File: config.mk
export PLATFORM = sky130hd
export DESIGN_NAME = tile_bounding_box_tracker
export DESIGN_NICKNAME = d
export VERILOG_FILES = /design/src/rtl/tbbt_pkg.sv /design/src/rtl/tbbt_lane.sv /design/src/rtl/tbbt_emit.sv /design/src/rtl/tile_bounding_box_tracker.sv
export SDC_FILE = /design/constraint.sdc
export NUM_CORES = 2
export LEC_CHECK = 0
export BUFFER_PORTS_ARGS = -buffer_cell sky130_fd_sc_hd__buf_2
export CORE_ASPECT_RATIO = 0.7
export CORE_UTILIZATION = 40
export CTS_CLUSTER_DIAMETER = 100
export CTS_CLUSTER_SIZE = 28
export DETAILED_ROUTE_END_ITERATION = 16
export SYNTH_ARGS = -nofsm -noshare
export SYNTH_HDL_FRONTEND = slang
export SYNTH_SLANG_ARGS = --single-unit
export TNS_END_PERCENT = 20
File: constraint.sdc
create_clock -name clk -period 37.1 [get_ports clk]
set_clock_uncertainty 0.15 [all_clocks]
set_input_delay 1.855 -clock clk [delete_from_list [all_inputs] [get_ports clk]]
set_output_delay 1.855 -clock clk [all_outputs]
set_load 0.05 [all_outputs]
File: src/rtl/tbbt_pkg.sv
// Shared types and constants of the tile bounding box tracker.
package tbbt_pkg;

  localparam int FIELD_W   = 32;
  localparam int DIM_SLOTS = 4;
  localparam int IDX_W     = 2;
  localparam int DIMS_W    = 3;
  localparam int CFG_IDX_W = 2;

  localparam int DEF_MAX_DIMS    = 4;
  localparam int DEF_COORD_WIDTH = 32;

  localparam logic [FIELD_W-1:0] CAPACITY_RESET = 32'd10000;
  localparam logic [DIMS_W-1:0]  DIMS_RESET     = 3'd2;

  localparam logic [CFG_IDX_W-1:0] CFG_IDX_CAPACITY = 2'd0;
  localparam logic [CFG_IDX_W-1:0] CFG_IDX_DIMS     = 2'd1;

  typedef struct packed {
    logic [FIELD_W-1:0] low;
    logic [FIELD_W-1:0] high;
    logic [FIELD_W-1:0] first;
    logic [FIELD_W-1:0] last;
  } dim_rec_t;

  typedef struct packed {
    logic             load;
    logic [IDX_W-1:0] last_idx;
  } emit_ctl_t;

  typedef struct packed {
    logic free;
  } emit_sts_t;

endpackage

File: src/rtl/tbbt_lane.sv
// One dimension's bounding box, first and last coordinate of the open tile.
module tbbt_lane #(
  parameter int COORD_WIDTH = tbbt_pkg::DEF_COORD_WIDTH
) (
  input  logic                                clk,
  input  logic                                upd,
  input  logic                                start,
  input  logic signed [tbbt_pkg::FIELD_W-1:0] coord_in,
  output tbbt_pkg::dim_rec_t                  rec_nxt
);

  logic signed [COORD_WIDTH-1:0] c;
  logic signed [COORD_WIDTH-1:0] low_r, low_nxt;
  logic signed [COORD_WIDTH-1:0] high_r, high_nxt;
  logic signed [COORD_WIDTH-1:0] first_r, first_nxt;
  logic signed [COORD_WIDTH-1:0] last_r, last_nxt;

  assign c = COORD_WIDTH'(coord_in);

  always_comb begin
    low_nxt   = low_r;
    high_nxt  = high_r;
    first_nxt = first_r;
    last_nxt  = last_r;
    if (upd) begin
      last_nxt = c;
      if (start) begin
        low_nxt   = c;
        high_nxt  = c;
        first_nxt = c;
      end else begin
        if (c < low_r) begin
          low_nxt = c;
        end
        if (c > high_r) begin
          high_nxt = c;
        end
      end
    end
  end

  always_ff @(posedge clk) begin
    low_r   <= low_nxt;
    high_r  <= high_nxt;
    first_r <= first_nxt;
    last_r  <= last_nxt;
  end

  assign rec_nxt.low   = tbbt_pkg::FIELD_W'($unsigned(low_nxt));
  assign rec_nxt.high  = tbbt_pkg::FIELD_W'($unsigned(high_nxt));
  assign rec_nxt.first = tbbt_pkg::FIELD_W'($unsigned(first_nxt));
  assign rec_nxt.last  = tbbt_pkg::FIELD_W'($unsigned(last_nxt));

endmodule

File: src/rtl/tbbt_emit.sv
// Result buffer that plays out one beat per reported dimension of a closed tile.
module tbbt_emit (
  input  logic                              clk,
  input  logic                              rst_n,
  input  tbbt_pkg::emit_ctl_t               ctl,
  input  tbbt_pkg::dim_rec_t                snap [tbbt_pkg::DIM_SLOTS],
  input  logic [tbbt_pkg::FIELD_W-1:0]      snap_count,
  output tbbt_pkg::emit_sts_t               sts,
  output logic                              out_valid,
  input  logic                              out_stall,
  output logic [tbbt_pkg::IDX_W-1:0]        out_dim_index,
  output logic signed [tbbt_pkg::FIELD_W-1:0] out_bound_low,
  output logic signed [tbbt_pkg::FIELD_W-1:0] out_bound_high,
  output logic signed [tbbt_pkg::FIELD_W-1:0] out_first_coord,
  output logic signed [tbbt_pkg::FIELD_W-1:0] out_last_coord,
  output logic [tbbt_pkg::FIELD_W-1:0]      out_cell_count,
  output logic                              out_last_of_tile
);

  logic                            busy_r, busy_nxt;
  logic [tbbt_pkg::IDX_W-1:0]      idx_r, idx_nxt;
  logic [tbbt_pkg::IDX_W-1:0]      last_idx_r;
  logic [tbbt_pkg::FIELD_W-1:0]    count_r;
  tbbt_pkg::dim_rec_t              rec_r [tbbt_pkg::DIM_SLOTS];
  logic                            fire;
  logic                            done;

  assign fire     = busy_r & ~out_stall;
  assign done     = fire & (idx_r == last_idx_r);
  assign sts.free = ~busy_r | done;

  always_comb begin
    busy_nxt = busy_r;
    idx_nxt  = idx_r;
    if (ctl.load) begin
      busy_nxt = 1'b1;
      idx_nxt  = '0;
    end else if (done) begin
      busy_nxt = 1'b0;
    end else if (fire) begin
      idx_nxt = idx_r + 1'b1;
    end
  end

  always_ff @(posedge clk) begin
    if (!rst_n) begin
      busy_r <= 1'b0;
      idx_r  <= '0;
    end else begin
      busy_r <= busy_nxt;
      idx_r  <= idx_nxt;
    end
  end

  always_ff @(posedge clk) begin
    if (ctl.load) begin
      last_idx_r <= ctl.last_idx;
      count_r    <= snap_count;
      rec_r      <= snap;
    end
  end

  assign out_valid        = busy_r;
  assign out_dim_index    = idx_r;
  assign out_bound_low    = rec_r[idx_r].low;
  assign out_bound_high   = rec_r[idx_r].high;
  assign out_first_coord  = rec_r[idx_r].first;
  assign out_last_coord   = rec_r[idx_r].last;
  assign out_cell_count   = count_r;
  assign out_last_of_tile = (idx_r == last_idx_r);

endmodule

File: src/rtl/tile_bounding_box_tracker.sv
// Top level of the tile bounding box tracker.
// Input channel: one beat per cell (in_cmd = 0, coordinates on in_coord_0..3)
//   or a flush (in_cmd = 1, coordinates ignored); in_valid / in_stall.
// Result channel: one beat per reported dimension of a closed tile, in
//   dimension order, out_last_of_tile on the final beat; out_valid / out_stall.
// Config channel: cfg_valid / cfg_ready, cfg_index 0 = tile capacity,
//   1 = dimensions in use; cfg_ready is always high. Write only while idle.
// Throughput: one cell per cycle while in_stall is low. The lane registers fold
//   each cell in the cycle it is taken; a closing cell or a flush of a non-empty
//   tile copies the tile into the result buffer, whose first beat shows the next cycle.
// A tile plays out over one to four beats from the single result buffer;
//   cells keep flowing meanwhile, and only a beat that closes another tile
//   while the buffer still holds the previous one is stalled.
// Reset clears the cell count, empties the result buffer and sets the registers to
//   capacity 10000 and two dimensions. A stall on the result side holds the
//   current beat and, once a second tile closes, backs up the input.
module tile_bounding_box_tracker #(
  parameter int MAX_DIMS    = tbbt_pkg::DEF_MAX_DIMS,
  parameter int COORD_WIDTH = tbbt_pkg::DEF_COORD_WIDTH
) (
  input  logic                                  clk,
  input  logic                                  rst_n,
  input  logic                                  in_valid,
  output logic                                  in_stall,
  input  logic                                  in_cmd,
  input  logic signed [tbbt_pkg::FIELD_W-1:0]   in_coord_0,
  input  logic signed [tbbt_pkg::FIELD_W-1:0]   in_coord_1,
  input  logic signed [tbbt_pkg::FIELD_W-1:0]   in_coord_2,
  input  logic signed [tbbt_pkg::FIELD_W-1:0]   in_coord_3,
  output logic                                  out_valid,
  input  logic                                  out_stall,
  output logic [tbbt_pkg::IDX_W-1:0]            out_dim_index,
  output logic signed [tbbt_pkg::FIELD_W-1:0]   out_bound_low,
  output logic signed [tbbt_pkg::FIELD_W-1:0]   out_bound_high,
  output logic signed [tbbt_pkg::FIELD_W-1:0]   out_first_coord,
  output logic signed [tbbt_pkg::FIELD_W-1:0]   out_last_coord,
  output logic [tbbt_pkg::FIELD_W-1:0]          out_cell_count,
  output logic                                  out_last_of_tile,
  input  logic                                  cfg_valid,
  output logic                                  cfg_ready,
  input  logic [tbbt_pkg::CFG_IDX_W-1:0]        cfg_index,
  input  logic [tbbt_pkg::FIELD_W-1:0]          cfg_data
);

  localparam logic [tbbt_pkg::DIMS_W-1:0] MaxDimsW = tbbt_pkg::DIMS_W'(MAX_DIMS);

  logic [tbbt_pkg::FIELD_W-1:0] capacity_r;
  logic [tbbt_pkg::DIMS_W-1:0]  dims_r;
  logic [tbbt_pkg::FIELD_W-1:0] cnt_r, cnt_nxt;
  logic [tbbt_pkg::FIELD_W-1:0] cnt_inc;
  logic                         tile_empty;
  logic                         closes;
  logic                         accept;
  logic                         upd;
  logic [tbbt_pkg::DIMS_W-1:0]  n_minus1;

  logic signed [tbbt_pkg::FIELD_W-1:0] coord [tbbt_pkg::DIM_SLOTS];
  tbbt_pkg::dim_rec_t                  snap [tbbt_pkg::DIM_SLOTS];
  tbbt_pkg::emit_ctl_t                 ctl;
  tbbt_pkg::emit_sts_t                 sts;

  assign coord[0] = in_coord_0;
  assign coord[1] = in_coord_1;
  assign coord[2] = in_coord_2;
  assign coord[3] = in_coord_3;

  assign cfg_ready = 1'b1;

  always_ff @(posedge clk) begin
    if (!rst_n) begin
      capacity_r <= tbbt_pkg::CAPACITY_RESET;
      dims_r     <= tbbt_pkg::DIMS_RESET;
    end else if (cfg_valid && cfg_ready) begin
      unique case (cfg_index)
        tbbt_pkg::CFG_IDX_CAPACITY: capacity_r <= cfg_data;
        tbbt_pkg::CFG_IDX_DIMS:     dims_r     <= cfg_data[tbbt_pkg::DIMS_W-1:0];
        default: ;
      endcase
    end
  end

  assign cnt_inc    = cnt_r + 1'b1;
  assign tile_empty = (cnt_r == '0);
  assign closes     = in_cmd ? ~tile_empty : (cnt_inc == capacity_r);
  assign in_stall   = closes & ~sts.free;
  assign accept     = in_valid & ~in_stall;
  assign upd        = accept & ~in_cmd;

  always_comb begin
    cnt_nxt = cnt_r;
    if (accept) begin
      if (closes || in_cmd) begin
        cnt_nxt = '0;
      end else begin
        cnt_nxt = cnt_inc;
      end
    end
  end

  always_ff @(posedge clk) begin
    if (!rst_n) begin
      cnt_r <= '0;
    end else begin
      cnt_r <= cnt_nxt;
    end
  end

  always_comb begin
    if (dims_r == '0) begin
      n_minus1 = '0;
    end else if (dims_r > MaxDimsW) begin
      n_minus1 = MaxDimsW - 1'b1;
    end else begin
      n_minus1 = dims_r - 1'b1;
    end
  end

  assign ctl.load     = accept & closes;
  assign ctl.last_idx = n_minus1[tbbt_pkg::IDX_W-1:0];

  for (genvar d = 0; d < tbbt_pkg::DIM_SLOTS; d++) begin : g_lane
    if (d < MAX_DIMS) begin : g_used
      tbbt_lane #(
        .COORD_WIDTH (COORD_WIDTH)
      ) u_lane (
        .clk      (clk),
        .upd      (upd),
        .start    (tile_empty),
        .coord_in (coord[d]),
        .rec_nxt  (snap[d])
      );
    end else begin : g_unused
      assign snap[d] = '0;
    end
  end

  tbbt_emit u_emit (
    .clk              (clk),
    .rst_n            (rst_n),
    .ctl              (ctl),
    .snap             (snap),
    .snap_count       (in_cmd ? cnt_r : cnt_inc),
    .sts              (sts),
    .out_valid        (out_valid),
    .out_stall        (out_stall),
    .out_dim_index    (out_dim_index),
    .out_bound_low    (out_bound_low),
    .out_bound_high   (out_bound_high),
    .out_first_coord  (out_first_coord),
    .out_last_coord   (out_last_coord),
    .out_cell_count   (out_cell_count),
    .out_last_of_tile (out_last_of_tile)
  );

endmodule

Word-level counts from Yosys, hierarchy flattened. Cells that the tools add are included.

Add/subtract/negate cells: 3. $lt $le $gt $ge: 10. Equal/unequal tests: 3. Multiplexer cells: 45. Bitwise logic cells: 16. Reduce and logical (&&, ||, !) cells: 9.

Operators with widths (count): $mux 32 (38); $bmux 128 s2 (1); $mux 128 (2); $gt 32x32->1 (4); $lt 32x32->1 (4); $add 32x1->32 const B (1); $eq 32x32->1 (1); $logic_not 32->1 (1); $not 1->1 (8); $and 1x1->1 (6); $reduce_and 2->1 (3); $ge 3x3->1 const B (1); $gt 3x3->1 const B (1); $logic_not 3->1 (1); $mux 1 (3); $not 2->3 (1); $add 2x1->2 const B (1); $eq 2x1->1 const B (1); $eq 2x2->1 (1); $logic_not 2->1 (1); $mux 2 (1); $reduce_bool 2->1 (1); $reduce_or 2->1 (1); $sub 2x1->2 const B (1); 2 further kinds (2).

Flip-flop bits (word level): 1128. Input bits: 168. Output and inout port bits: 166. Word-level logic and storage cells: 125.

Longest topological paths before layout.
Depth in word-level cells: 10. Mapped depth: 15. Gate-level depth less buffers: 12.

By module. From an unflattened synthesis, not the netlist that was laid out.

Cell total of the unflattened synthesis: 3687. Area, all modules: 48444.0 µm².

Modules (own cells, without submodules): tbbt_emit (times used 1, cells each 726, area each 19688.9 µm²); tbbt_lane at g_lane[0].g_used.u_lane ... (times used 2, cells each 563, area each 5845.6 µm²); tbbt_lane at g_lane[2].g_used.u_lane (times used 1, cells each 581, area each 6095.8 µm²); tbbt_lane at g_lane[3].g_used.u_lane (times used 1, cells each 586, area each 5958.2 µm²); tile_bounding_box_tracker (times used 1, cells each 668, area each 5009.8 µm²).

Worst setup path after synthesis. Ideal clock, no wire load.

Path kind: reg2reg. From: reg cnt_r[0] in the netlist's numbering. To: reg u_emit.last_idx_r[0] in the netlist's numbering (enable). Setup time: 1.466 ns. Arrival time: 25.398 ns. Data required time: 35.484 ns. Setup slack: 10.086 ns. Stages on the path, launching flop included: 12. Path buffers: 1. Clock period less this slack: 27.014 ns. Cells stage by stage: dfxtp_1 > buf_2 > nand4_2 > nor4_4 > nand3_2 > or3_4 > o31ai_4 > o2111ai_1 > nor4_4 > mux2i_1 > nand2b_1 > nor2_1.

Cells in the longest elaborated chain, start to end: 7. Elaborated cells between the ends (all ways): 9. Those cells by class: 1 x add/sub; 1 x eq/ne; 1 x mux; 5 x bitwise; 1 x reduce/logical.

RTL lines: from (decl) (line tile_bounding_box_tracker.sv:49) `logic [tbbt_pkg::FIELD_W-1:0] cnt_r, cnt_nxt;`; from (signal assigned) (line tile_bounding_box_tracker.sv:104) `cnt_r <= cnt_nxt;`; $add 32x1->32 or $logic_not 32->1 (tied branches) (line tile_bounding_box_tracker.sv:82, tile_bounding_box_tracker.sv:83); $eq 32x32->1 or $not 1->1 (tied branches) (line tile_bounding_box_tracker.sv:84) `assign closes = in_cmd ? ~tile_empty : (cnt_inc == capacity_r);`; $mux 1 (*) (line tile_bounding_box_tracker.sv:84); $and 1x1->1 (line tile_bounding_box_tracker.sv:85) `assign in_stall = closes & ~sts.free;`; $not 1->1 (line tile_bounding_box_tracker.sv:86) `assign accept = in_valid & ~in_stall;`; $and 1x1->1 (line tile_bounding_box_tracker.sv:86); $and 1x1->1 (*) (line tile_bounding_box_tracker.sv:118) `assign ctl.load = accept & closes;`; to (signal assigned) (line tbbt_emit.sv:57) `last_idx_r <= ctl.last_idx;`; to (decl) (line tbbt_emit.sv:22) `logic [tbbt_pkg::IDX_W-1:0] last_idx_r;`.

Mark *: on every way between the ends. The rest lies on a longest branch, timed or not. A chain may end at the register's enable or synchronous reset.

Worst setup path after layout.
From: reg cnt_r[0] in the netlist's numbering. To: reg u_emit.rec_r[274] in the netlist's numbering (enable).

Cells in the longest elaborated chain, start to end: 7. Elaborated cells between the ends (all ways): 9. Those cells by class: 1 x add/sub; 1 x eq/ne; 1 x mux; 5 x bitwise; 1 x reduce/logical.

RTL lines: $add 32x1->32 or $logic_not 32->1 (tied branches) (line tile_bounding_box_tracker.sv:82, tile_bounding_box_tracker.sv:83); $eq 32x32->1 or $not 1->1 (tied branches) (line tile_bounding_box_tracker.sv:84); $mux 1 (*) (line tile_bounding_box_tracker.sv:84); $and 1x1->1 (line tile_bounding_box_tracker.sv:85); $not 1->1 (line tile_bounding_box_tracker.sv:86); $and 1x1->1 (line tile_bounding_box_tracker.sv:86); $and 1x1->1 (*) (line tile_bounding_box_tracker.sv:118); to (signal assigned) (line tbbt_emit.sv:59) `rec_r <= snap;`; to (decl) (line tbbt_emit.sv:24) `tbbt_pkg::dim_rec_t rec_r [tbbt_pkg::DIM_SLOTS];`.

Marks and branches as above.

==> metrics <==
status complete, no violations; clock sink count 1128; TritonCTS buffer count 47; share of cells above drive strength 1 29.0%; routing usage on met3 3.15%; most frequent cell after synthesis dfxtp_1; number of synthesized flops with an enable pin 546; clock network power share 24.8%; Yosys top cell by area edfxtp_1; Total Wirelength 124000 um; gpl congestion 0.880; CTS tree done; initial antenna violation count 10; Worst Setup Start Kind register; Remaining DRCs 0; yosys warns 0; main flop type after synthesis dfxtp_1; Distinct cells, synth 76; Worst Path Required 37240 ps; Adder-Cell Fraction of Synth Area 6.71%; Synth Area in Compound Gates 4.43%; final hold violations 0; # fillers 10700; Slew Limit Fails 0; antenna-violating nets left 0; synthesized area per cell 14.2 um2; multiplexer area fraction after synthesis 19.3%; path type of the worst setup path register to register; Mapped Area 47500 um2; switching share of power 26.5%; Seq/Total Area, Yosys 59.0%; internal power 1920 uW; footprint of the multi-input gates 17800 um2; Post-Synth Simple-Gate Area 5.30%; post-synthesis cell count 3341; starting DRC count in detailed routing 2043; final-report setup violation count 0; Final Non-Filler Cells 5209; Flop pwr share 57.7%; Slew @ Worst Pin 1220 ps; PostCTS Resize Cnt 0; Area after DPL 50800 um2; die area 120000 um2; Final Cell Area 52200 um2; largest fanout on the critical path 173; top-area cell type share of the netlist area 34.5%; Sequential Area 28100 um2; LEAKAGE 0.0204 uW; Worst Hold Class register to register; core area 117000 um2; die width 414 um; Top Usage Layer GRT met1; Max transition margin 18.9%; Initial Util 40.5%; Synth Register Bits 1128; wire per inst 23.8 um; crit path capture type register; Top Ports 334; Comb pwr share 17.5%; GRT Total Usage 20.4%; Tmin final 8870 ps; grt met2 use 30.3%; H-tree depth 2; CTS root buf clkbuf_16; DRT Pass-1 Iters 7; Min Hold Slack 327 ps; FP Rows 105; Clk pin slew, worst setup/hold paths 120 ps; dpl hpwl 89200 um; largest family of logic cells by synthesized area multiplexers; reg2reg setup slack 28230 ps; Area Overhead vs Synth 9.74%; global route overflow 0; critical path arrival 9010 ps; clock latency on the worst-skew pair 680 ps; max frequency 113 MHz; P_sw 693 uW; Synth area leaders edfxtp_1 34%, dfxtp_1 25%, mux2_2 8.5%, ha_1 6.7%, mux4_2 6.1%; ys async rst share 0%; syn nets 3764; RSZ-0062 raised after global routing false; CTS Buffer Depth 3; Vias 27200; placed cell count 5120; count of input and output buffers 332; met1 Resource Use GR 31.1%; power per cell area 50.1 nW/um2; post-synthesis xor/xnor area fraction 1.49%; vias per cell 5.22; max cap viols 0; first-pass GRT wire length 182000 um; final layout net count 4041; Die Ht 290 um; setup TNS 0 ps; Commonest cells post-synth 582 x dfxtp_1, 546 x edfxtp_1, 357 x mux2_2; Final period util 23.9%; largest net degree at the start of global routing 174; vias in the first global route 26700; Worst VDD drop 0.0396 mV; post-CTS setup buffer count 0; Hold Buf Count CTS 0
## placed cells by master (no fill, tap or decap), drive strengths merged, types with 52 or more instances in the layout
master,instances
nand2,126
nor2,83
a21o,52
buf,364
edfxtp,546
clkbuf,79
mux2,513
dfxtp,582
o21ai,85
a21oi,106
inv,282
ha,255
nand4,65
mux4,128
## flip-flops by register name, summed over array words and instances, names as in the netlist
name	flops
u_emit.last_idx_r	2
u_emit.out_dim_index	2
u_emit.out_valid	1
g_lane.g_used.u_lane.first_r	128
g_lane.g_used.u_lane.high_r	128
g_lane.g_used.u_lane.low_r	128
dims_r	3
capacity_r	32
u_emit.rec_r	512
cnt_r	32
u_emit.out_cell_count	32
g_lane.g_used.u_lane.last_r	128
## cell type report
| cell class | instances | share of cell area, % |
|---|---|---|
| sequential | 1128 | 53.8 |
| multi-input combinational | 1799 | 34.1 |
| tap | 1551 | 3.72 |
| timing repair buffer | 364 | 3.69 |
| clock buffer | 79 | 2.53 |
| inverter | 278 | 2.00 |
| clock inverter | 7 | 0.158 |
| antenna | 3 | 0.0144 |
## path summary, 6_finish.rpt
path	start	end	depth (start not counted)
worst max register to register	cnt_r[0]	u_emit.rec_r[274]	15
worst min-delay path	capacity_r[0]	capacity_r[0]	2
worst min register to register	capacity_r[0]	capacity_r[0]	2
worst max-delay path	cnt_r[0]	u_emit.rec_r[274]	15
## per-layer routing
layer	part of all wire, %	vias up
met5	0.021	-
met4	2.2	4
met3	4.8	118
met2	43	574
met1	50	13700
li1	-	12800
## logic make-up after synthesis
kind of cell,count (synthesis)
AOI/OAI and AO/OA,336
DFF,1128
muxes,650
buffers and inverters,414
and+or+nand+nor,476
xor gates and xnor gates,81
other,1
adders and majority gates,255
## worst max-delay path, stage by stage (launching register included)
cell and delay, ps:
dfxtp_1 570, ha_1 340, nand3_2 220, nor4_4 630, nand2_1 430, xnor2_1 430
o21ai_0 140, nand4bb_1 260, nor4_4 740, mux2i_1 260, nand2b_1 270, nor2_4 470
buf_4 720, buf_4 880, buf_4 920, buf_12 730
## power by group through the flow
stage                     sequential, uW  clock, uW  combinational [uW]
after floorplan                     1540          0                 320
after global placement              1530          0                 450
after detailed placement            1540          0                 457
after CTS                           1510        670                 461
after global routing                1520        709                 510
final                               1510        646                 458
## metrics by stage
step	power (uW)	utilization (%)	setup slack, ps
global placement	1980	43.2	28370
detailed placement	1990	43.2	28360
floorplan	1860	-	10090
finish	2610	44.4	28230
global route	2740	44.4	27670
CTS	2640	44.4	28270
Power figures use the tool's default switching activity.
